### src/tcf_pkg.sv
`default_nettype none

package tcf_pkg;

    localparam int SCREEN_WIDTH  = 320;
    localparam int SCREEN_HEIGHT = 240;

    localparam int TILES_W     = (SCREEN_WIDTH + 7) / 8;
    localparam int TILES_H     = (SCREEN_HEIGHT + 7) / 8;
    localparam int BYTES_TOTAL = TILES_W * SCREEN_HEIGHT;
    localparam int TILES_TOTAL = TILES_W * TILES_H;

    localparam int BITS_AW = (BYTES_TOTAL > 1) ? $clog2(BYTES_TOTAL) : 1;
    localparam int TILE_AW = (TILES_TOTAL > 1) ? $clog2(TILES_TOTAL) : 1;
    localparam int TX_W    = (TILES_W > 1) ? $clog2(TILES_W) : 1;
    localparam int TY_W    = (TILES_H > 1) ? $clog2(TILES_H) : 1;
    localparam int ROW_W   = $clog2(SCREEN_HEIGHT);
    localparam int COL_W   = $clog2(SCREEN_WIDTH);

    localparam int COORD_W   = 11;
    localparam int COLOR_W   = 16;
    localparam int OP_W      = 3;
    localparam int CFG_IDX_W = 2;
    localparam int TILE_DW   = 2 * COLOR_W;

    localparam logic [OP_W-1:0] OP_DRAW   = 3'd0;
    localparam logic [OP_W-1:0] OP_INVERT = 3'd1;
    localparam logic [OP_W-1:0] OP_CLEAR  = 3'd2;
    localparam logic [OP_W-1:0] OP_UPDATE = 3'd3;
    localparam logic [OP_W-1:0] OP_SCAN   = 3'd4;

    localparam logic [CFG_IDX_W-1:0] REG_FG = 2'd0;
    localparam logic [CFG_IDX_W-1:0] REG_BG = 2'd1;

    localparam logic [COLOR_W-1:0] FG_RESET = 16'h00ff;
    localparam logic [COLOR_W-1:0] BG_RESET = 16'h0000;

    localparam logic [7:0] PIX_MSB_MASK = 8'h80;

    typedef struct packed {
        logic [OP_W-1:0]    kind;
        logic               on;
        logic [BITS_AW-1:0] byte_addr;
        logic [TILE_AW-1:0] tile_addr;
        logic [2:0]         bit_sel;
        logic [TX_W-1:0]    tx0;
        logic [TX_W-1:0]    tx1;
        logic [TY_W-1:0]    ty0;
        logic [TY_W-1:0]    ty1;
        logic [ROW_W-1:0]   top;
        logic [ROW_W-1:0]   bottom;
        logic               pending;
    } t_cmd;

    function automatic logic [COLOR_W-1:0] swap_bytes(input logic [COLOR_W-1:0] c);
        return {c[7:0], c[15:8]};
    endfunction

endpackage

`default_nettype wire

### src/tcf_queue.sv
`default_nettype none

module tcf_queue (
    input  wire logic          i_clk,
    input  wire logic          i_rst_n,
    input  wire logic          i_push,
    input  wire tcf_pkg::t_cmd i_data,
    output      logic          o_full,
    input  wire logic          i_pop,
    output      tcf_pkg::t_cmd o_data,
    output      logic          o_empty
);

    tcf_pkg::t_cmd r_slot [2];
    logic          r_wr_ptr;
    logic          r_rd_ptr;
    logic [1:0]    r_count;
    logic          do_push;
    logic          do_pop;

    assign o_full  = (r_count == 2'd2);
    assign o_empty = (r_count == 2'd0);
    assign o_data  = r_slot[r_rd_ptr];
    assign do_push = i_push && !o_full;
    assign do_pop  = i_pop && !o_empty;

    always_ff @(posedge i_clk) begin
        if (do_push) begin
            r_slot[r_wr_ptr] <= i_data;
        end
        if (!i_rst_n) begin
            r_wr_ptr <= 1'b0;
            r_rd_ptr <= 1'b0;
            r_count  <= 2'd0;
        end else begin
            if (do_push) begin
                r_wr_ptr <= !r_wr_ptr;
            end
            if (do_pop) begin
                r_rd_ptr <= !r_rd_ptr;
            end
            r_count <= r_count + 2'(do_push) - 2'(do_pop);
        end
    end

endmodule

`default_nettype wire

### config.mk
export PLATFORM = sky130hd
export DESIGN_NAME = tcf_queue
export DESIGN_NICKNAME = d
export VERILOG_FILES = /design/src/tcf_pkg.sv /design/src/tcf_queue.sv
export SDC_FILE = /design/constraint.sdc
export NUM_CORES = 1
export LEC_CHECK = 0
export ABC_AREA = 1
export BUFFER_PORTS_ARGS = -buffer_cell sky130_fd_sc_hd__buf_2
export CAP_MARGIN = 10
export CELL_PAD_IN_SITES_DETAIL_PLACEMENT = 1
export CELL_PAD_IN_SITES_GLOBAL_PLACEMENT = 2
export CORE_ASPECT_RATIO = 1.4
export CORE_MARGIN = 2
export CORE_UTILIZATION = 42
export CTS_CLUSTER_SIZE = 25
export DETAILED_ROUTE_END_ITERATION = 6
export PLACE_DENSITY = 0.94
export SYNTH_ARGS = -nofsm -noshare
export SYNTH_HDL_FRONTEND = slang
export SYNTH_SLANG_ARGS = --single-unit
### constraint.sdc
create_clock -name i_clk -period 9.9 [get_ports i_clk]
set_clock_uncertainty 0.1 [all_clocks]
set_input_delay 0.495 -clock i_clk [delete_from_list [all_inputs] [get_ports i_clk]]
set_output_delay 0.495 -clock i_clk [all_outputs]
set_load 0.01 [all_outputs]
==> results by group <==
Global routing
  – First-pass GRT wire length: 16000 µm
  – GR Util met2: 27.5%
  – GRT Total Usage: 15.2%
  – Vias in the first global route: 3142
  – Largest net degree at the start of global routing: 72
  – Met3 GRT Util: 5.50%
  – Initial antenna violation count: 1
  – GR Layer Usage met1: 15.0%
  – Most Crowded Layer GR: met2
  – GRT overflow: 0

Logic synthesis
  – Sequential-to-total area share from yosys stat: 76.2%
  – Synth top area cells: edfxtp_1 (74%), mux2_4 (18%), buf_12 (2.4%), dfxtp_1 (1.7%), inv_1 (0.59%)
  – Yosys Warn Count: 0
  – Seq cells post-synth: 147
  – Number of synthesized flops with an enable pin: 142
  – Main synth FF type: edfxtp_1
  – Post-synth net total: 336
  – Post-Syn Instances: 259
  – Mapped cell area: 5730 µm²
  – Mean Syn Cell Area: 22.1 µm²
  – Distinct cell type count after synthesis: 12
  – Async S/R FF share, synth: 0%
  – Most frequent cell after synthesis: edfxtp_1
  – Top-area cell type share of the netlist area: 74.5%
  – Synth area leader: edfxtp_1
  – Top cells by count, synth: edfxtp_1 (142), mux2_4 (70), inv_1 (9), nand2_1 (9), nor2_1 (8)

Final layout
  – Syn-to-layout area delta: 25.2%
  – Share of cells above drive strength 1: 58.2%
  – Nets: 497

STA
  – Worst slew pin tran: 0.983 ns
  – Final min period: 2.98 ns
  – Setup TNS Final: 0 ns
  – F_max: 0.335 GHz
  – WHS: 0.171 ns
  – Worst setup margin: 6.92 ns
  – Pins Over Slew Limit: 0
  – Final Hold Vio Count: 0
  – Slew HR: 34.4%
  – Crit share post-route: 30.1%
  – Unrepaired setup endpoints after global routing: false
  – Setup violators final: 0

Floorplan
  – Io pins: 148
  – # rows: 50
  – Starting Density: 43.0%
  – Die outline height: 142 µm
  – Die W: 103 µm
  – Total die area: 14600 µm²
  – Core area: 13300 µm²

Clocking
  – Clock transition at path regs: 0.06 ns
  – Clock Latency Late Sink: 0.41 ns
  – Post_cts resized: 0
  – Clk buf depth: 2
  – CTS Buf Count: 17
  – # clock sinks: 147
  – # Post-CTS Setup Buffers: 0
  – CTS tree: built
  – H-tree depth: 4
  – Root Buffer: clkbuf_16
  – Hold buffers post-CTS: 0

Worst setup path
  – Critical Path RT: 9.31 ns
  – Max stage delay on crit path: 0.75 ns
  – Type of origin of the critical path: flip-flop
  – Setup CP Type: reg -> out
  – Slowest CP cell: buf_4
  – Maximum fanout along the worst path: 46
  – Buf/Inv on CP: 2
  – Worst Setup End Kind: output port
  – Cell Chain, Critical Path: buf_4, mux2_2, buf_2
  – Crit path max-delay family: buffers and inverters
  – Critical Path AT: 2.39 ns

Placement
  – Port bufs: 147
  – Global placement routability congestion: 0.704
  – Worst slack, placed: 7.28 ns
  – HPWL Detailed: 7430 µm

Routing
  – Vias: 2878
  – Residual DRC: 0
  – Via/cell ratio: 4.66
  – First DRT Iteration DRCs: 84
  – Pre-antenna DRT Iters: 4
  – Per-cell routed wire length: 17.8 µm
  – Total wire length: 11000 µm
  – Antenna-violating nets left: 0

Outcome
  – Status: complete, no violations

Power and ir drop
  – Worst vdd ir: 131 µV
  – Total power: 1.92 mW
  – Power density over cell area: 267 nW/µm²
  – Leak Pwr: 2.86 nW

Run
  – # Max-Cap Violations: 0

Min path
  – Worst Hold Class: in -> reg
## per-stage QoR
stage               instance area (µm²)  util, %  instances
floorplan                          5730        -        259
CTS                                7160     53.7        615
global placement                   6570     49.3        583
global route                       7160     53.7        615
detailed placement                 6570     49.3        583
finish                             7170     53.8        617
## layout make-up
cell class	instances	area (µm²)
inverter	9	33.8
fill	1273	6160
timing repair buffer	150	758
clock buffer	19	433
antenna	2	5.00
multi-input combinational	95	1180
sequential	147	4370
clock inverter	13	156
tap	182	228
## per-layer routing
metal | up-vias | wire (µm) | part of all wire, %
li1 | 1324 | - | -
met1 | 1431 | 3910 | 36
met2 | 100 | 6180 | 56
met3 | 21 | 600 | 5.5
met4 | 2 | 287 | 2.6
met5 | - | 13 | 0.12
## flip-flops by register name, summed over array words and instances (netlist names), named ones only
register	flops
r_count	2
r_rd_ptr	1
r_slot	142
r_wr_ptr	1
## cell usage in the layout, fill, tap and decap left out, drive strengths merged
| cell | synthesis | layout |
|---|---|---|
| clkinvlp | 0 | 3 |
| dfxtp | 5 | 5 |
| a21oi | 2 | 2 |
| diode | 0 | 2 |
| nand2 | 9 | 9 |
| buf | 8 | 150 |
| nand3 | 3 | 3 |
| clkinv | 0 | 5 |
| bufinv | 0 | 3 |
| edfxtp | 142 | 142 |
| clkbuf | 0 | 19 |
| mux2 | 71 | 71 |
| inv | 9 | 11 |
| nor2 | 8 | 8 |
| ha | 2 | 2 |
## worst register-to-register path: stages (launching register included)
cell and delay, ns:
dfxtp_1 0.35, inv_1 0.06, nand2_1 0.13, nand2_1 0.13
nor2_4 0.75, buf_4 0.66
## cells by family (layout without fill, tap and decap cells)
logic type      after synthesis  after routing  share of synthesized area [%]
mux                          71             71                           18.6
fa+ha+maj                     2              2                          0.437
simple gates                 20             20                           1.38
other cells                   0              2                              0
buf+inv                      17            191                           3.23
flops                       147            147                           76.2
compound gates                2              2                          0.175
## power by group
| part | switching, mW | total, mW | internal [mW] |
|---|---|---|---|
| Clock | 0.238 | 0.633 | 0.395 |
| Combinational | 0.219 | 0.448 | 0.228 |
| Sequential | 0.0436 | 0.836 | 0.792 |
| Total | 0.501 | 1.92 | 1.42 |
## final timing paths
| check | cells past startpoint | to | startpoint | slack [ns] |
|---|---|---|---|---|
| setup / recovery | 3 | o_data[70] | flip-flop | 6.92 |
| hold reg to reg | 2 | r_rd_ptr | r_rd_ptr | 0.43 |
| setup reg to reg | 5 | r_slot[0][20] | r_count[0] | 7.33 |
| hold / removal | 1 | r_slot[0][31] | i_data[31] | 0.17 |
Power figures use the tool's default switching activity.
