## src/tcf_pkg.sv

```systemverilog
`default_nettype none

package tcf_pkg;

    localparam int SCREEN_WIDTH  = 320;
    localparam int SCREEN_HEIGHT = 240;

    localparam int TILES_W     = (SCREEN_WIDTH + 7) / 8;
    localparam int TILES_H     = (SCREEN_HEIGHT + 7) / 8;
    localparam int BYTES_TOTAL = TILES_W * SCREEN_HEIGHT;
    localparam int TILES_TOTAL = TILES_W * TILES_H;

    localparam int BITS_AW = (BYTES_TOTAL > 1) ? $clog2(BYTES_TOTAL) : 1;
    localparam int TILE_AW = (TILES_TOTAL > 1) ? $clog2(TILES_TOTAL) : 1;
    localparam int TX_W    = (TILES_W > 1) ? $clog2(TILES_W) : 1;
    localparam int TY_W    = (TILES_H > 1) ? $clog2(TILES_H) : 1;
    localparam int ROW_W   = $clog2(SCREEN_HEIGHT);
    localparam int COL_W   = $clog2(SCREEN_WIDTH);

    localparam int COORD_W   = 11;
    localparam int COLOR_W   = 16;
    localparam int OP_W      = 3;
    localparam int CFG_IDX_W = 2;
    localparam int TILE_DW   = 2 * COLOR_W;

    localparam logic [OP_W-1:0] OP_DRAW   = 3'd0;
    localparam logic [OP_W-1:0] OP_INVERT = 3'd1;
    localparam logic [OP_W-1:0] OP_CLEAR  = 3'd2;
    localparam logic [OP_W-1:0] OP_UPDATE = 3'd3;
    localparam logic [OP_W-1:0] OP_SCAN   = 3'd4;

    localparam logic [CFG_IDX_W-1:0] REG_FG = 2'd0;
    localparam logic [CFG_IDX_W-1:0] REG_BG = 2'd1;

    localparam logic [COLOR_W-1:0] FG_RESET = 16'h00ff;
    localparam logic [COLOR_W-1:0] BG_RESET = 16'h0000;

    localparam logic [7:0] PIX_MSB_MASK = 8'h80;

    typedef struct packed {
        logic [OP_W-1:0]    kind;
        logic               on;
        logic [BITS_AW-1:0] byte_addr;
        logic [TILE_AW-1:0] tile_addr;
        logic [2:0]         bit_sel;
        logic [TX_W-1:0]    tx0;
        logic [TX_W-1:0]    tx1;
        logic [TY_W-1:0]    ty0;
        logic [TY_W-1:0]    ty1;
        logic [ROW_W-1:0]   top;
        logic [ROW_W-1:0]   bottom;
        logic               pending;
    } t_cmd;

    function automatic logic [COLOR_W-1:0] swap_bytes(input logic [COLOR_W-1:0] c);
        return {c[7:0], c[15:8]};
    endfunction

endpackage

`default_nettype wire

```

## src/tcf_front.sv

```systemverilog
`default_nettype none

module tcf_front (
    input  wire logic                               i_in_valid,
    output      logic                               o_in_ready,
    input  wire logic [tcf_pkg::OP_W-1:0]           i_operation,
    input  wire logic signed [tcf_pkg::COORD_W-1:0] i_x_first,
    input  wire logic signed [tcf_pkg::COORD_W-1:0] i_y_first,
    input  wire logic signed [tcf_pkg::COORD_W-1:0] i_x_second,
    input  wire logic signed [tcf_pkg::COORD_W-1:0] i_y_second,
    input  wire logic                               i_pixel_on,
    input  wire logic                               i_init_done,
    input  wire logic                               i_full,
    output      logic                               o_push,
    output      tcf_pkg::t_cmd                      o_cmd
);

    localparam logic signed [tcf_pkg::COORD_W-1:0] X_LAST =
        tcf_pkg::COORD_W'(tcf_pkg::SCREEN_WIDTH - 1);
    localparam logic signed [tcf_pkg::COORD_W-1:0] Y_LAST =
        tcf_pkg::COORD_W'(tcf_pkg::SCREEN_HEIGHT - 1);
    localparam logic signed [tcf_pkg::COORD_W-1:0] ZERO_S = '0;

    function automatic logic signed [tcf_pkg::COORD_W-1:0] clamp_s(
        input logic signed [tcf_pkg::COORD_W-1:0] v,
        input logic signed [tcf_pkg::COORD_W-1:0] hi
    );
        return (v < ZERO_S) ? ZERO_S : ((v > hi) ? hi : v);
    endfunction

    logic                                draw_ok;
    logic                                rect_off;
    logic                                keep;
    logic [tcf_pkg::COL_W-1:0]           px;
    logic [tcf_pkg::ROW_W-1:0]           py;
    logic [tcf_pkg::TX_W-1:0]            ptx;
    logic signed [tcf_pkg::COORD_W-1:0]  rx0, rx1, ry0, ry1;
    logic signed [tcf_pkg::COORD_W-1:0]  cx0, cx1, cy0, cy1;
    logic signed [tcf_pkg::COORD_W-1:0]  uy0, uy1;

    always_comb begin
        draw_ok = (i_x_first >= ZERO_S) && (i_x_first <= X_LAST) &&
                  (i_y_first >= ZERO_S) && (i_y_first <= Y_LAST);
        px  = tcf_pkg::COL_W'($unsigned(i_x_first));
        py  = tcf_pkg::ROW_W'($unsigned(i_y_first));
        ptx = tcf_pkg::TX_W'(px >> 3);

        // corners ordered per axis, then clipped
        rx0 = (i_x_first > i_x_second) ? i_x_second : i_x_first;
        rx1 = (i_x_first > i_x_second) ? i_x_first  : i_x_second;
        ry0 = (i_y_first > i_y_second) ? i_y_second : i_y_first;
        ry1 = (i_y_first > i_y_second) ? i_y_first  : i_y_second;
        rect_off = (rx1 < ZERO_S) || (rx0 > X_LAST) || (ry1 < ZERO_S) || (ry0 > Y_LAST);
        cx0 = clamp_s(rx0, X_LAST);
        cx1 = clamp_s(rx1, X_LAST);
        cy0 = clamp_s(ry0, Y_LAST);
        cy1 = clamp_s(ry1, Y_LAST);

        uy0 = (i_y_first < ZERO_S) ? ZERO_S : i_y_first;
        uy1 = ((i_y_second > Y_LAST) || (i_y_second < ZERO_S)) ? Y_LAST : i_y_second;

        o_cmd.kind      = i_operation;
        o_cmd.on        = i_pixel_on;
        o_cmd.byte_addr = tcf_pkg::BITS_AW'(int'(py) * tcf_pkg::TILES_W + int'(ptx));
        o_cmd.tile_addr = tcf_pkg::TILE_AW'(int'(py >> 3) * tcf_pkg::TILES_W + int'(ptx));
        o_cmd.bit_sel   = px[2:0];
        o_cmd.tx0       = tcf_pkg::TX_W'($unsigned(cx0) >> 3);
        o_cmd.tx1       = tcf_pkg::TX_W'($unsigned(cx1) >> 3);
        o_cmd.ty0       = tcf_pkg::TY_W'($unsigned(cy0) >> 3);
        o_cmd.ty1       = tcf_pkg::TY_W'($unsigned(cy1) >> 3);
        o_cmd.top       = tcf_pkg::ROW_W'($unsigned(uy0));
        o_cmd.bottom    = tcf_pkg::ROW_W'($unsigned(uy1));
        o_cmd.pending   = (uy0 <= uy1);

        unique case (i_operation) inside
            tcf_pkg::OP_DRAW:   keep = draw_ok;
            tcf_pkg::OP_INVERT: keep = !rect_off;
            tcf_pkg::OP_CLEAR,
            tcf_pkg::OP_UPDATE,
            tcf_pkg::OP_SCAN:   keep = 1'b1;
            default:            keep = 1'b0;
        endcase
    end

    assign o_in_ready = i_init_done && !i_full;
    assign o_push     = i_in_valid && o_in_ready && keep;

endmodule

`default_nettype wire

```

## config.mk

```make
export PLATFORM = sky130hd
export DESIGN_NAME = tcf_front
export DESIGN_NICKNAME = d
export VERILOG_FILES = /design/src/tcf_pkg.sv /design/src/tcf_front.sv
export SDC_FILE = /design/constraint.sdc
export NUM_CORES = 1
export LEC_CHECK = 0
export BUFFER_PORTS_ARGS = -buffer_cell sky130_fd_sc_hd__buf_4
export CAP_MARGIN = 20
export CORE_MARGIN = 2
export CORE_UTILIZATION = 45
export DETAILED_ROUTE_END_ITERATION = 12
export PLACE_DENSITY = 0.79
export SLEW_MARGIN = 20
export SYNTH_ARGS = -nofsm -noshare
export SYNTH_HDL_FRONTEND = slang
export SYNTH_SLANG_ARGS = --single-unit
```

## constraint.sdc

```tcl
create_clock -name vclk -period 3.3
set_input_delay 0.495 -clock vclk [all_inputs]
set_output_delay 0.495 -clock vclk [all_outputs]
set_load 0.05 [all_outputs]
```

==> run metrics <==
Max VDD drop=260 uV; vias in the first global route=2,555; first-pass GRT wire length=11,000 um; leak pwr=0.00184 uW; Critical Path AT=2770 ps; largest family of logic cells by synthesized area=adder cells; gr ovfl total=0; fin crit share=98.9%; Post-Synth Adder-Cell Area=30.3%; sequential share of the synthesized area=0%; share of cells above drive strength 1=37.6%; Via density=5.29; drt wl/cell=14.3 um; Nets=546; Layout fillers=446; Area Growth Syn to Fin=47.6%; diodes inserted=0; Placement Cell Area=3300 um2; CORE AREA=5040 um2; initial antenna violation count=0; cell mode on critical path=ha_4; gpl congestion=0.836; crit path capture type=primary output; Worst Path Buf+Inv=3; Hold Path Class=in -> out; RSZ-0062 raised after global routing=true; FFs & Latches=0; post-synthesis cell count=323; worst-path fanout max=5; synth unique cells=45; f_max=306 MHz; Synth area leader=ha_1; Pre-Repair DR Iteration Count=4; ANT nets after route=0; Worst path slowest cell=or4_4; GRT Overall Usage=23.7%; row count=26; Final TNS setup=0 ps; endpoints failing hold=0; # IOs=124; via count=2,691; pin count of the biggest net entering global routing=18; Die H=75.9 um; crit path cell chain=buf_12, ha_4, ha_4, inv_2, fa_2, nor2b_2, o31a_1, or4_4, o311ai_4, o2111a_1, a211o_1, buf_6; Setup CP Type=in -> out; critical path depth in cells=12; register area=0 um2; end of the critical path=o_cmd[66]; starting density of the core=46.1%; simple-gate portion of the synthesized area=19.4%; Starting DRT DRC Count=53; chip width=75.9 um; Final Util=68.1%; Compound-Gate Fraction of Synth Area=20.2%; Die ar.=5760 um2; design area=3430 um2; post-synthesis mux area share=9.47%; xor and xnor area share after synthesis=6.78%; cell area after synthesis=2330 um2; Ys Warns=0; max-slew violation count=0; Slew @ Worst Pin=646 ps; top cell type's share of synthesized area=26.9%; Period minus WS final=3270 ps; Fin Hold WS=990 ps; dpl hpwl=6210 um; CTS Hold Buffers Added=0; CP peak stage delay=550 ps; drt drc=0; clock buffer count in the final layout=0; number of max-cap violations=0; status=complete, no violations; port bufs=122; WL final=7290 um; beginning of the critical path=i_y_first[3]; Startpoint Class=input pin; final setup vio count=0; Post-Syn Area per Cell=7.20 um2; leading post-synthesis cells by cell area=ha_1 (27%), inv_1 (7.9%), mux2i_1 (5.6%); Worst slew margin=56.6%; multi-input logic area=2120 um2; Cell Pwr Density=300 nW/um2; delay-heaviest family, CP=compound AO/OA/AOI/OAI gates; Critical Path RT=2800 ps
-- where the power goes --
part	leakage [uW]	total, uW	switching, uW	internal [uW]
Sequential	0	0	0	0
Clock	0	0	0	0
Combinational	0.00184	1030	658	371
-- how the worst min path moves through the flow --
| stage | startpoint | endpoint | slack (ps) | cells past startpoint |
|---|---|---|---|---|
| 3_5_place_dp | i_pixel_on | o_cmd[67] | 990 | 0 |
| 5_1_grt | i_pixel_on | o_cmd[67] | 990 | 0 |
| 6_report | i_pixel_on | o_cmd[67] | 990 | 0 |
| 4_1_cts | i_pixel_on | o_cmd[67] | 990 | 0 |
| 3_3_place_gp | i_pixel_on | o_cmd[67] | 990 | 0 |
| 2_1_floorplan | i_x_first[0] | o_cmd[39] | 1160 | 1 |
-- cell usage in the layout (no fill, tap or decap), types with 2 or more instances in the layout --
master    instances
inv_2             2
a21oi_1          20
nor2_2            3
conb_1            2
buf_6             4
buf_4           130
inv_1            47
xor2_1            7
o21ai_0          22
a31oi_1           2
nor2b_1          12
a221o_2           2
o31a_1            2
nand4_1           7
ha_4              3
ha_1             46
nand3_1           8
xnor2_2           3
nor3_1            8
mux2_2            8
o21ai_1           2
fa_1              3
and4_1            2
a21o_1            6
a211oi_1          2
nand2b_1          2
o21a_1            4
and2_1            2
nor2_1           19
mux2i_1          13
nand2_1          14
xnor2_1           8
-- synthesized netlist by cell type, types with 4 or more instances --
cell      number
ha_1          50
inv_1         49
o21ai_0       24
nor2_1        22
a21oi_1       20
buf_4         14
nand2_1       14
mux2i_1       13
nor2b_1       13
xnor2_1       11
mux2_2         8
nand3_1        8
nor3_1         8
nand4_1        7
xor2_1         7
a21o_1         6
clkbuf_1       5
fa_1           4
o21a_1         4
-- layer usage --
| layer | track usage [%] | vias up | wire (um) |
|---|---|---|---|
| met3 | 1.46 | 2 | 494 |
| met1 | 28.0 | 1236 | 2890 |
| met5 | 0 | - | 0 |
| li1 | - | 1360 | - |
| met4 | 5.46 | 0 | 26 |
| met2 | 46.1 | 93 | 3880 |
-- through the flow --
stage,setup slack [ps],total power (uW),std cells
3_5_place_dp,-92.1,989,506
2_1_floorplan,-125,702,324
4_1_cts,9.43,994,506
6_report,34.8,1030,509
5_1_grt,-25.9,1100,509
3_3_place_gp,41.9,973,506
-- cell families (layout without fill, tap and decap cells) --
| kind of cell | after synthesis | after routing |
|---|---|---|
| compound gates | 73 | 73 |
| xor+xnor | 18 | 18 |
| fa+ha+maj | 54 | 54 |
| buf+inv | 69 | 184 |
| mux | 21 | 21 |
| other cells | 1 | 2 |
| simple gates | 87 | 87 |
-- layout make-up --
cell class | instances | area share [%]
Multi-Input combinational cell | 255 | 61.8
Timing Repair Buffer | 135 | 30.3
Inverter | 49 | 5.36
Tap cell | 70 | 2.55
-- timing repair --
item | CTS | global route
setup buffers | 0 | 3
setup endpoints to repair | 2 | 9
gates resized for setup | 2 | 22
pin swaps | 0 | 8
Note: power is estimated with default switching activity, not from simulation.
